`src/wildcard_pattern_matcher_core_macros.svh`:
```
// ----------------------------------------------------------------------------
// wildcard pattern matcher assertion macros
// shared assertion forms, compiled out when SYNTH is defined
// ----------------------------------------------------------------------------
`ifndef WILDCARD_PATTERN_MATCHER_CORE_MACROS_SVH
`define WILDCARD_PATTERN_MATCHER_CORE_MACROS_SVH

`ifndef SYNTH
`define WPM_ASSERT_SAME(label, clk, rst_n, ante, cons) \
    label: assert property (@(posedge clk) disable iff (!rst_n) (ante) |-> (cons)) \
        else $error("wpm assertion failed");
`define WPM_ASSERT_NEXT(label, clk, rst_n, ante, cons) \
    label: assert property (@(posedge clk) disable iff (!rst_n) (ante) |=> (cons)) \
        else $error("wpm assertion failed");
`else
`define WPM_ASSERT_SAME(label, clk, rst_n, ante, cons)
`define WPM_ASSERT_NEXT(label, clk, rst_n, ante, cons)
`endif

`endif

```
`src/wpm_pkg.sv`:
```
// ----------------------------------------------------------------------------
// wpm_pkg
// types and constants shared by the wildcard pattern matcher
// ----------------------------------------------------------------------------
package wpm_pkg;

    localparam logic [1:0] OP_CLEAR  = 2'd0;
    localparam logic [1:0] OP_APPEND = 2'd1;
    localparam logic [1:0] OP_TEXT   = 2'd2;
    localparam logic [1:0] OP_END    = 2'd3;

    localparam logic [7:0] STAR_BYTE = 8'h2A;
    localparam logic [7:0] ANY_BYTE  = 8'h3F;

    localparam int IN_DATA_W  = 8;
    localparam int IN_USER_W  = 2;
    localparam int OUT_DATA_W = 8;

    // per-item control broadcast along the row of cells
    typedef struct packed {
        logic       clear;
        logic       append;
        logic       text;
        logic       rearm;
        logic [7:0] ch;
    } t_wpm_ctrl;

    typedef struct packed {
        logic ovf;
        logic matched;
    } t_wpm_result;

endpackage

```
`src/wildcard_pattern_matcher_core.sv`:
```
// ----------------------------------------------------------------------------
// wildcard_pattern_matcher_core
// glob matcher: '?' matches one byte, '*' any run, against a stored pattern
// ----------------------------------------------------------------------------
// input channel s_axis: tuser carries the op (clear, append pattern byte,
// text byte, end of text), tdata carries the byte. pattern bytes are appended
// first, text bytes then stream in, and an end-of-text item yields one result
// item on m_axis (bit 0 matched, bit 1 pattern overflow) and re-arms the row.
// one item is taken per cycle; every op finishes in the cycle it is accepted.
// a result is registered in the output register, or in the skid stage while the receiver stalls.
// the row of MAX_PATTERN cells updates together; the star closure across
// the row is a single carry chain of MAX_PATTERN+1 bits, which sets the clock.
// a stalled receiver holds one result in the output register and one in a
// skid stage; s_axis_tready drops only while both are full.
// reset empties the pattern, clears the overflow flag, arms the row and
// drops any pending result; stored pattern bytes are not cleared.
// ----------------------------------------------------------------------------
`include "wildcard_pattern_matcher_core_macros.svh"

module wildcard_pattern_matcher_core #(
    parameter int MAX_PATTERN = 64
) (
    input  logic                            i_clk,
    input  logic                            i_rst_n,
    input  logic                            s_axis_tvalid,
    output logic                            s_axis_tready,
    input  logic [wpm_pkg::IN_DATA_W-1:0]   s_axis_tdata,  // [7:0] char_in
    input  logic [wpm_pkg::IN_USER_W-1:0]   s_axis_tuser,  // [1:0] op
    output logic                            m_axis_tvalid,
    input  logic                            m_axis_tready,
    output logic [wpm_pkg::OUT_DATA_W-1:0]  m_axis_tdata   // [0] matched, [1] overflow
);
    import wpm_pkg::*;

    localparam int N     = MAX_PATTERN;
    localparam int LEN_W = $clog2(N + 1);

    logic             in_acc;
    t_wpm_ctrl        ctrl;
    logic [LEN_W-1:0] r_len;
    logic             r_ovf;
    logic             r_raw0;
    logic [N:0]       raw;
    logic [N:0]       prop;
    logic [N:0]       cl;
    logic             full;
    logic             room;
    t_wpm_result      res;
    t_wpm_result      out_res;

    assign s_axis_tready = room;
    assign in_acc        = s_axis_tvalid && room;
    assign full          = (r_len == LEN_W'(N));

    always_comb begin
        ctrl.clear  = 1'b0;
        ctrl.append = 1'b0;
        ctrl.text   = 1'b0;
        ctrl.rearm  = 1'b0;
        ctrl.ch     = s_axis_tdata;
        if (in_acc) begin
            unique case (s_axis_tuser)
                OP_CLEAR:  ctrl.clear  = 1'b1;
                OP_APPEND: ctrl.append = 1'b1;
                OP_TEXT:   ctrl.text   = 1'b1;
                OP_END:    ctrl.rearm  = 1'b1;
                default:   ctrl.clear  = 1'b0;
            endcase
        end
    end

    always_ff @(posedge i_clk) begin
        if (!i_rst_n) begin
            r_len  <= '0;
            r_ovf  <= 1'b0;
            r_raw0 <= 1'b1;
        end else begin
            if (ctrl.clear) begin
                r_len <= '0;
                r_ovf <= 1'b0;
            end else if (ctrl.append) begin
                if (full) begin
                    r_ovf <= 1'b1;
                end else begin
                    r_len <= r_len + LEN_W'(1);
                end
            end
            if (ctrl.clear || ctrl.rearm) begin
                r_raw0 <= 1'b1;
            end else if (ctrl.text) begin
                r_raw0 <= 1'b0;
            end
        end
    end

    assign raw[0]  = r_raw0;
    assign prop[N] = 1'b0;

    for (genvar j = 1; j <= N; j++) begin : g_cell
        wpm_cell #(
            .IDX   (j),
            .LEN_W (LEN_W)
        ) u_cell (
            .i_clk     (i_clk),
            .i_rst_n   (i_rst_n),
            .i_ctrl    (ctrl),
            .i_len     (r_len),
            .i_cl_left (cl[j-1]),
            .i_cl_self (cl[j]),
            .o_raw     (raw[j]),
            .o_prop    (prop[j-1])
        );
    end

    wpm_closure #(
        .N (N)
    ) u_closure (
        .i_raw  (raw),
        .i_prop (prop),
        .o_cl   (cl)
    );

    assign res.matched = cl[r_len];
    assign res.ovf     = r_ovf;

    wpm_out_buf u_out_buf (
        .i_clk   (i_clk),
        .i_rst_n (i_rst_n),
        .i_push  (ctrl.rearm),
        .i_res   (res),
        .o_room  (room),
        .o_valid (m_axis_tvalid),
        .i_ready (m_axis_tready),
        .o_res   (out_res)
    );

    assign m_axis_tdata = {(OUT_DATA_W - 2)'(0), out_res.ovf, out_res.matched};

    `WPM_ASSERT_SAME(a_len_bound, i_clk, i_rst_n, 1'b1, r_len <= LEN_W'(N))
    `WPM_ASSERT_NEXT(a_end_gives_result, i_clk, i_rst_n, ctrl.rearm, m_axis_tvalid)
    `WPM_ASSERT_NEXT(a_full_sets_ovf, i_clk, i_rst_n, ctrl.append && full, r_ovf && full)
    `WPM_ASSERT_NEXT(a_end_rearms, i_clk, i_rst_n, ctrl.rearm, r_raw0)

endmodule

```
`src/wpm_cell.sv`:
```
// ----------------------------------------------------------------------------
// wpm_cell
// one pattern position: holds its pattern byte and its raw prefix match bit
// ----------------------------------------------------------------------------
module wpm_cell #(
    parameter int IDX   = 1,
    parameter int LEN_W = 7
) (
    input  logic               i_clk,
    input  logic               i_rst_n,
    input  wpm_pkg::t_wpm_ctrl i_ctrl,
    input  logic [LEN_W-1:0]   i_len,
    input  logic               i_cl_left,
    input  logic               i_cl_self,
    output logic               o_raw,
    output logic               o_prop
);
    import wpm_pkg::*;

    logic [7:0] r_pat;
    logic       r_raw;
    logic       n_raw;
    logic       active;
    logic       wr;
    logic       is_star;
    logic       hit;

    assign active  = (i_len >= LEN_W'(IDX));
    assign wr      = i_ctrl.append && (i_len == LEN_W'(IDX - 1));
    assign is_star = (r_pat == STAR_BYTE);
    assign hit     = (r_pat == ANY_BYTE) || (r_pat == i_ctrl.ch);

    always_comb begin
        n_raw = r_raw;
        if (i_ctrl.clear || i_ctrl.rearm) begin
            n_raw = 1'b0;
        end else if (wr) begin
            // new position starts unreached
            n_raw = 1'b0;
        end else if (i_ctrl.text && active) begin
            n_raw = is_star ? i_cl_self : (i_cl_left && hit);
        end
    end

    always_ff @(posedge i_clk) begin
        if (!i_rst_n) begin
            r_raw <= 1'b0;
        end else begin
            r_raw <= n_raw;
        end
    end

    always_ff @(posedge i_clk) begin
        if (wr) begin
            r_pat <= i_ctrl.ch;
        end
    end

    assign o_raw  = r_raw;
    assign o_prop = active && is_star;

endmodule

```
`src/wpm_closure.sv`:
```
// ----------------------------------------------------------------------------
// wpm_closure
// star closure of the match row, done as one carry chain
// ----------------------------------------------------------------------------
module wpm_closure #(
    parameter int N = 64
) (
    input  logic [N:0] i_raw,
    input  logic [N:0] i_prop,
    output logic [N:0] o_cl
);
    logic [N:0] gen;
    logic [N:0] sum;
    logic [N:0] carry;

    // a star passes a reached prefix on like a carry: generate = reached star,
    // propagate = star
    assign gen   = i_prop & i_raw;
    assign sum   = i_prop + gen;
    assign carry = sum ^ i_prop ^ gen;
    assign o_cl  = i_raw | carry;

endmodule

```
`src/wpm_out_buf.sv`:
```
// ----------------------------------------------------------------------------
// wpm_out_buf
// output register with a skid stage for result items
// ----------------------------------------------------------------------------
module wpm_out_buf (
    input  logic                 i_clk,
    input  logic                 i_rst_n,
    input  logic                 i_push,
    input  wpm_pkg::t_wpm_result i_res,
    output logic                 o_room,
    output logic                 o_valid,
    input  logic                 i_ready,
    output wpm_pkg::t_wpm_result o_res
);
    import wpm_pkg::*;

    logic        r_out_valid;
    logic        r_skd_valid;
    t_wpm_result r_out;
    t_wpm_result r_skd;
    logic        pop;

    assign pop = r_out_valid && i_ready;

    always_ff @(posedge i_clk) begin
        if (!i_rst_n) begin
            r_out_valid <= 1'b0;
            r_skd_valid <= 1'b0;
        end else if (r_skd_valid) begin
            if (pop) begin
                r_skd_valid <= 1'b0;
            end
        end else if (i_push) begin
            if (r_out_valid && !pop) begin
                r_skd_valid <= 1'b1;
            end else begin
                r_out_valid <= 1'b1;
            end
        end else if (pop) begin
            r_out_valid <= 1'b0;
        end
    end

    always_ff @(posedge i_clk) begin
        if (r_skd_valid) begin
            if (pop) begin
                r_out <= r_skd;
            end
        end else if (i_push) begin
            if (r_out_valid && !pop) begin
                r_skd <= i_res;
            end else begin
                r_out <= i_res;
            end
        end
    end

    assign o_room  = !r_skd_valid;
    assign o_valid = r_out_valid;
    assign o_res   = r_out;

endmodule

```
`config.mk`:
```
export PLATFORM = sky130hd
export DESIGN_NAME = wildcard_pattern_matcher_core
export DESIGN_NICKNAME = d
export VERILOG_FILES = /design/src/wpm_pkg.sv /design/src/wildcard_pattern_matcher_core.sv /design/src/wpm_cell.sv /design/src/wpm_closure.sv /design/src/wpm_out_buf.sv
export VERILOG_INCLUDE_DIRS = /design/src /design/src/src
export SDC_FILE = /design/constraint.sdc
export NUM_CORES = 1
export LEC_CHECK = 0
export ABC_AREA = 1
export BUFFER_PORTS_ARGS = -buffer_cell sky130_fd_sc_hd__buf_4
export CORE_ASPECT_RATIO = 0.6
export CORE_MARGIN = 2
export CORE_UTILIZATION = 55
export DETAILED_ROUTE_END_ITERATION = 8
export PLACE_DENSITY_LB_ADDON = 0.2
export SLEW_MARGIN = 25
export SYNTH_ARGS = -nofsm -noshare
export SYNTH_HDL_FRONTEND = slang
export SYNTH_HIERARCHICAL = 1
export SYNTH_SLANG_ARGS = --single-unit
```
`constraint.sdc`:
```
create_clock -name i_clk -period 5.35 [get_ports i_clk]
set_input_delay 0 -clock i_clk [delete_from_list [all_inputs] [get_ports i_clk]]
set_output_delay 0 -clock i_clk [all_outputs]
set_load 0.02 [all_outputs]
```
# [Word level (Yosys, flattened, before mapping)]
# Cells that the tools add are included.
[op_classes] addsub=2 magnitude_cmp=65 n_eq_ne=262 n_mux=82 bitwise_logic=7 reduce_logical=401
[ops] cell="== test 8 x 6 -> 1 bit (second input constant)" count=128
[ops] cell="== test 8 bit" count=64
[ops] cell="logical AND 1 bit" count=259
[ops] cell="== test 7 x 6 -> 1 bit (second input constant)" count=32
[ops] cell="greater-or-equal comparator 7 x 6 -> 1 bit (second input constant)" count=32
[ops] cell="OR reduction 3 bit" count=64
[ops] cell="== test 7 x 5 -> 1 bit (second input constant)" count=16
[ops] cell="greater-or-equal comparator 7 x 5 -> 1 bit (second input constant)" count=16
[ops] cell="two-way mux 1 bit" count=76
[ops] cell="adder 64 x 65 -> 65 bit" count=1
[ops] cell="bitwise AND 64 x 65 -> 65 bit" count=1
[ops] cell="logical OR 1 bit" count=65
[ops] cell="bitwise OR 65 bit" count=1
[ops] cell="bitwise XOR 65 x 64 -> 65 bit" count=1
[ops] cell="bitwise XOR 65 bit" count=1
[ops] cell="== test 7 x 4 -> 1 bit (second input constant)" count=8
[ops] cell="greater-or-equal comparator 7 x 4 -> 1 bit (second input constant)" count=8
[ops] cell="== test 7 x 3 -> 1 bit (second input constant)" count=4
[ops] cell="greater-or-equal comparator 7 x 3 -> 1 bit (second input constant)" count=4
[ops] cell="== test 7 x 2 -> 1 bit (second input constant)" count=2
[ops] cell="greater-or-equal comparator 7 x 2 -> 1 bit (second input constant)" count=2
[ops] cell="AND reduction 3 bit" count=3
[ops] cell="< comparator 7 x 8 -> 1 bit (second input constant)" count=1
[ops] cell="two-way mux 2 bit" count=4
[ops] cell="other kinds (18)" count=26
[word_totals] regBits=591 out_inout_bits=10

# [Logic depth before layout (Yosys ltp)]
[logic_depth] ltp_word=12 ltp_mapped=35

# [Least setup slack after synthesis]
# No wires, ideal clock.
[synth_timing] path_type="reg-to-reg" startpoint="register u_out_buf.r_skd_valid" endpoint="register r_len[2]" setup_ns=0.215 arrival_ns=4.754 required_time_ns=5.135 setup_slack_ns=0.381 stages_incl_launch_ff=7 synth_period_minus_slack_ns=4.969 cell_sequence="dfxtp_1 inv_2 nand2_1 nor3_1 nor2_1 nand2_1 a31oi_1"
[synth_lines] item="start, declared" line_no="wpm_out_buf.sv:18" text="logic r_skd_valid;"
[synth_lines] item="start signal, assigned" line_no="wpm_out_buf.sv:28" text="r_skd_valid <= 1'b0;"
[synth_lines] item="start signal, assigned" line_no="wpm_out_buf.sv:31" text="r_skd_valid <= 1'b0;"
[synth_lines] item="start signal, assigned" line_no="wpm_out_buf.sv:35" text="r_skd_valid <= 1'b1;"
[synth_lines] item="end signal, assigned" line_no="wildcard_pattern_matcher_core.sv:85" text="r_len <= r_len + LEN_W'(1);"
[synth_lines] item="end, declared" line_no="wildcard_pattern_matcher_core.sv:40" text="logic [LEN_W-1:0] r_len;"

==> reports/qor.yml <==
sta:
  skew_ps: 44.01
  fmax_ghz: 0.2188
  worstMarginPinSlew_ps: 1022
  final-setup-viol-count: 0
  rsz0062_at_grt: "false"
  relSlewSlack_pct: 31.59
  setup_tns_ps: 0
  hold_slack_ps: 243.2
  period_needed_ps: 4571
  hold_viol: 0
  timing.final.crit_share_pct: 85.43
  finalMaxSlewViolations: 0
floorplan:
  core_um2: 77790
  die_area_um2: 81140
  initial_core_util_pct: 55.72
  fp.dieH_um: 221.4
  io_pins: 24
  die_x_um: 366.4
  rows: 79
synth:
  synth.area.top_cells: "edfxtp_1 (36%), nand2_1 (22%), inv_1 (10%), nor2_1 (6.1%), xnor2_1 (3.9%)"
  syn-cell-area_um2: 43340
  synthMuxAreaShare_pct: 0
  synthFlopType: "edfxtp_1"
  synth_top_family_by_area: "simple AND/OR/NAND/NOR gates"
  ys_warn_count: 6
  yosys.cell_types.count: 55
  yosysTopAreaCell: "edfxtp_1"
  synthAdderAreaFrac_pct: 0.08661
  synth_seq_area_share_pct: 39.21
  synth_xor_area_share_pct: 3.920
  synth-compound-area-share_pct: 4.905
  ys_seq_elements: 591
  netlist_instances: 6418
  yosys.area_share.simple_pct: 40.50
  yosys.area.top_type_share_pct: 35.75
  async_flop_share_pct: 0
  syn_avg_cell_area_um2: 6.753
  synth-edff-count: 516
final_layout:
  area_growth_pct: 9.726
  drive_above_1_share_pct: 10.34
  fill_cells: 7157
  nets: 6573
  utilization_pct: 61.13
  layout.cells.non_filler: 7659
clocking:
  cts_num_sinks: 591
  clk_path_buf_depth: 3
  cts_tree: "built"
  path_clk_slew_ps: 70
  ctsResizeCount: 0
  htree_levels: 2
  numCtsBuffers: 58
  clock_latency_ps: 670
  root_buffer: "clkbuf_16"
routing:
  post-route-drc-count: 0
  routedWlPerCell_um: 16.51
  drt_iter0_drc: 4544
  drt_first_pass_iters: 6
  viasPerCell: 5.192
  route.vias.total: 39760
  drt-total-wl_um: 126500
  postRouteAntennaNets: 0
global_route:
  grtUsageTotal_pct: 30.74
  grt_max_degree: 118
  antenna_found_initial: 2
  grt_pass1_vias: 35300
  overflow: 0
  grt_pass1_wl_um: 198000
placement:
  place_inst: 7536
  place_congestion: 1.065
  dp_hpwl_um: 91340
  io_buffers: 17
critical_path:
  critPathBufInv: 3
  slowest_stage: "dfxtp_4"
  critical_path.top_delay_family: "simple AND/OR/NAND/NOR gates"
  cp_max_fo: 51
  cp-start-kind: "flip-flop"
  startpoint: "r_len[4]"
  arrival_ps: 5110
  r2r-start: "r_len[4]"
  path_common_cell: "nand2_1"
  max_stage_delay_ps: 850
  cp.required_ps: 5890
  end_kind: "flip-flop"
  critPathKind: "flip-flop to flip-flop"
power:
  ir_drop_v: 0.0003314
  total_power_uw: 10180
  leakagePower_uw: 0.02201
  powerDensity_nw_per_um2: 214.0
min_path:
  min_from: "m_axis_tready"
  hold_path_class: "primary input to flip-flop"
flow_run:
  drv_cap: 0
outcome:
  outcome: "finished clean"
[routing by layer]
metal / global-route usage (%) / wire length, µm / vias up
li1: - / - / 19970
met1: 50.85 / 62820 / 17970
met2: 40.69 / 47150 / 1708
met3: 6.455 / 14940 / 119
met4: 4.739 / 1551 / 0
met5: 0 / 0 / -
[state kept, by name, indices dropped and copies added, names as in the netlist]
signal and count:
g_cell.u_cell/r_pat 512, r_raw0 1, u_out_buf/r_skd_valid 1, u_out_buf/o_res 2, r_len 7, g_cell.u_cell/o_raw 64, u_out_buf/o_valid 1, r_ovf 1
u_out_buf/r_skd 2
[placed cells by master, fill, tap and decap left out, types with 36 or more instances in the layout]
cell / synthesis / final
o21ai_0: 54 / 54
buf_4: 9 / 58
clkbuf_16: 0 / 59
nand3_1: 140 / 140
nand2_2: 51 / 51
inv_2: 95 / 95
xnor2_1: 194 / 194
nor2_2: 111 / 111
nor2_1: 701 / 699
a21oi_2: 88 / 88
nor3_2: 35 / 41
dfxtp_1: 75 / 68
inv_1: 1165 / 1165
a21oi_1: 99 / 99
nor3_1: 95 / 89
or2_4: 36 / 36
nand4_1: 134 / 134
nand2_1: 2516 / 2516
edfxtp_1: 516 / 516
[tightest hold or removal path, cell delays in order]
cell and delay, ps:
dlygate4sd3_1 530, buf_4 130, nand2_1 50, nand2_1 50, a21oi_1 70
[power breakdown]
part	leakage, µW	internal [µW]	total, µW	switching, µW
Clock	0.000998	2610	4470	1860
Combinational	0.0158	214	679	464
Sequential	0.00525	5010	5030	19.1
Total	0.0220	7830	10200	2350
[path summary, 6_finish.rpt]
kind | to | slack [ps] | cells past startpoint
min reg2reg | u_out_buf/r_skd[1] | 490 | 0
max reg2reg | u_out_buf/o_res[0] | 780 | 28
max | u_out_buf/o_res[0] | 780 | 28
min | u_out_buf/r_skd_valid | 240 | 5
[kinds of logic (layout without fill, tap and decap cells)]
group,after synthesis,count (layout)
AND/OR/NAND/NOR,4012,4012
XOR/XNOR,194,194
AO/OA/AOI/OAI,332,332
buffers and inverters,1285,1467
flip-flops,591,591
other,1,7
adder cells (fa/ha/maj),3,3
[final cells by class]
type / instances / area (µm²) / share of cell area [%]
antenna: 1 / 2.502 / 0.005262
clock buffer: 81 / 1629 / 3.425
clock inverter: 28 / 421.7 / 0.8866
inverter: 1268 / 4780 / 10.05
multi-input combinational: 4547 / 21510 / 45.23
sequential: 591 / 17020 / 35.79
tap: 1053 / 1318 / 2.770
timing repair buffer: 90 / 875.8 / 1.842
[cell usage after synthesis, types with 9 or more instances]
library cell	count
a21boi_0	17
nor2_2	111
nand2_1	2516
a21oi_2	88
o21ai_0	54
nand3_1	140
nor2_1	701
nor4_2	9
buf_4	9
edfxtp_1	516
and2_1	18
or2_4	36
nor3b_1	12
nand4_1	134
a21oi_1	99
or2_1	34
o21ai_1	32
nor3_1	95
nand2_2	51
nor3_2	35
inv_1	1165
nor4_1	10
nand3b_1	19
nand2b_1	17
inv_2	95
nor3_4	31
a31oi_1	17
nor2_4	19
dfxtp_1	75
xnor2_1	194
[stage by stage]
step	worst slack, ps	cell area [µm²]
finish	779.4	47560
global route	439.5	47550
global placement	940.4	45350
detailed placement	1015	45370
CTS	977.1	47550
floorplan	380.7	43360
[repair_timing]
| action | 4_1_cts | 5_1_grt |
|---|---|---|
| buffers inserted | 0 | 0 |
| hold buffers | 13 | 0 |
| hold endpoints to repair | 215 | 0 |
Power figures use the tool's default switching activity.
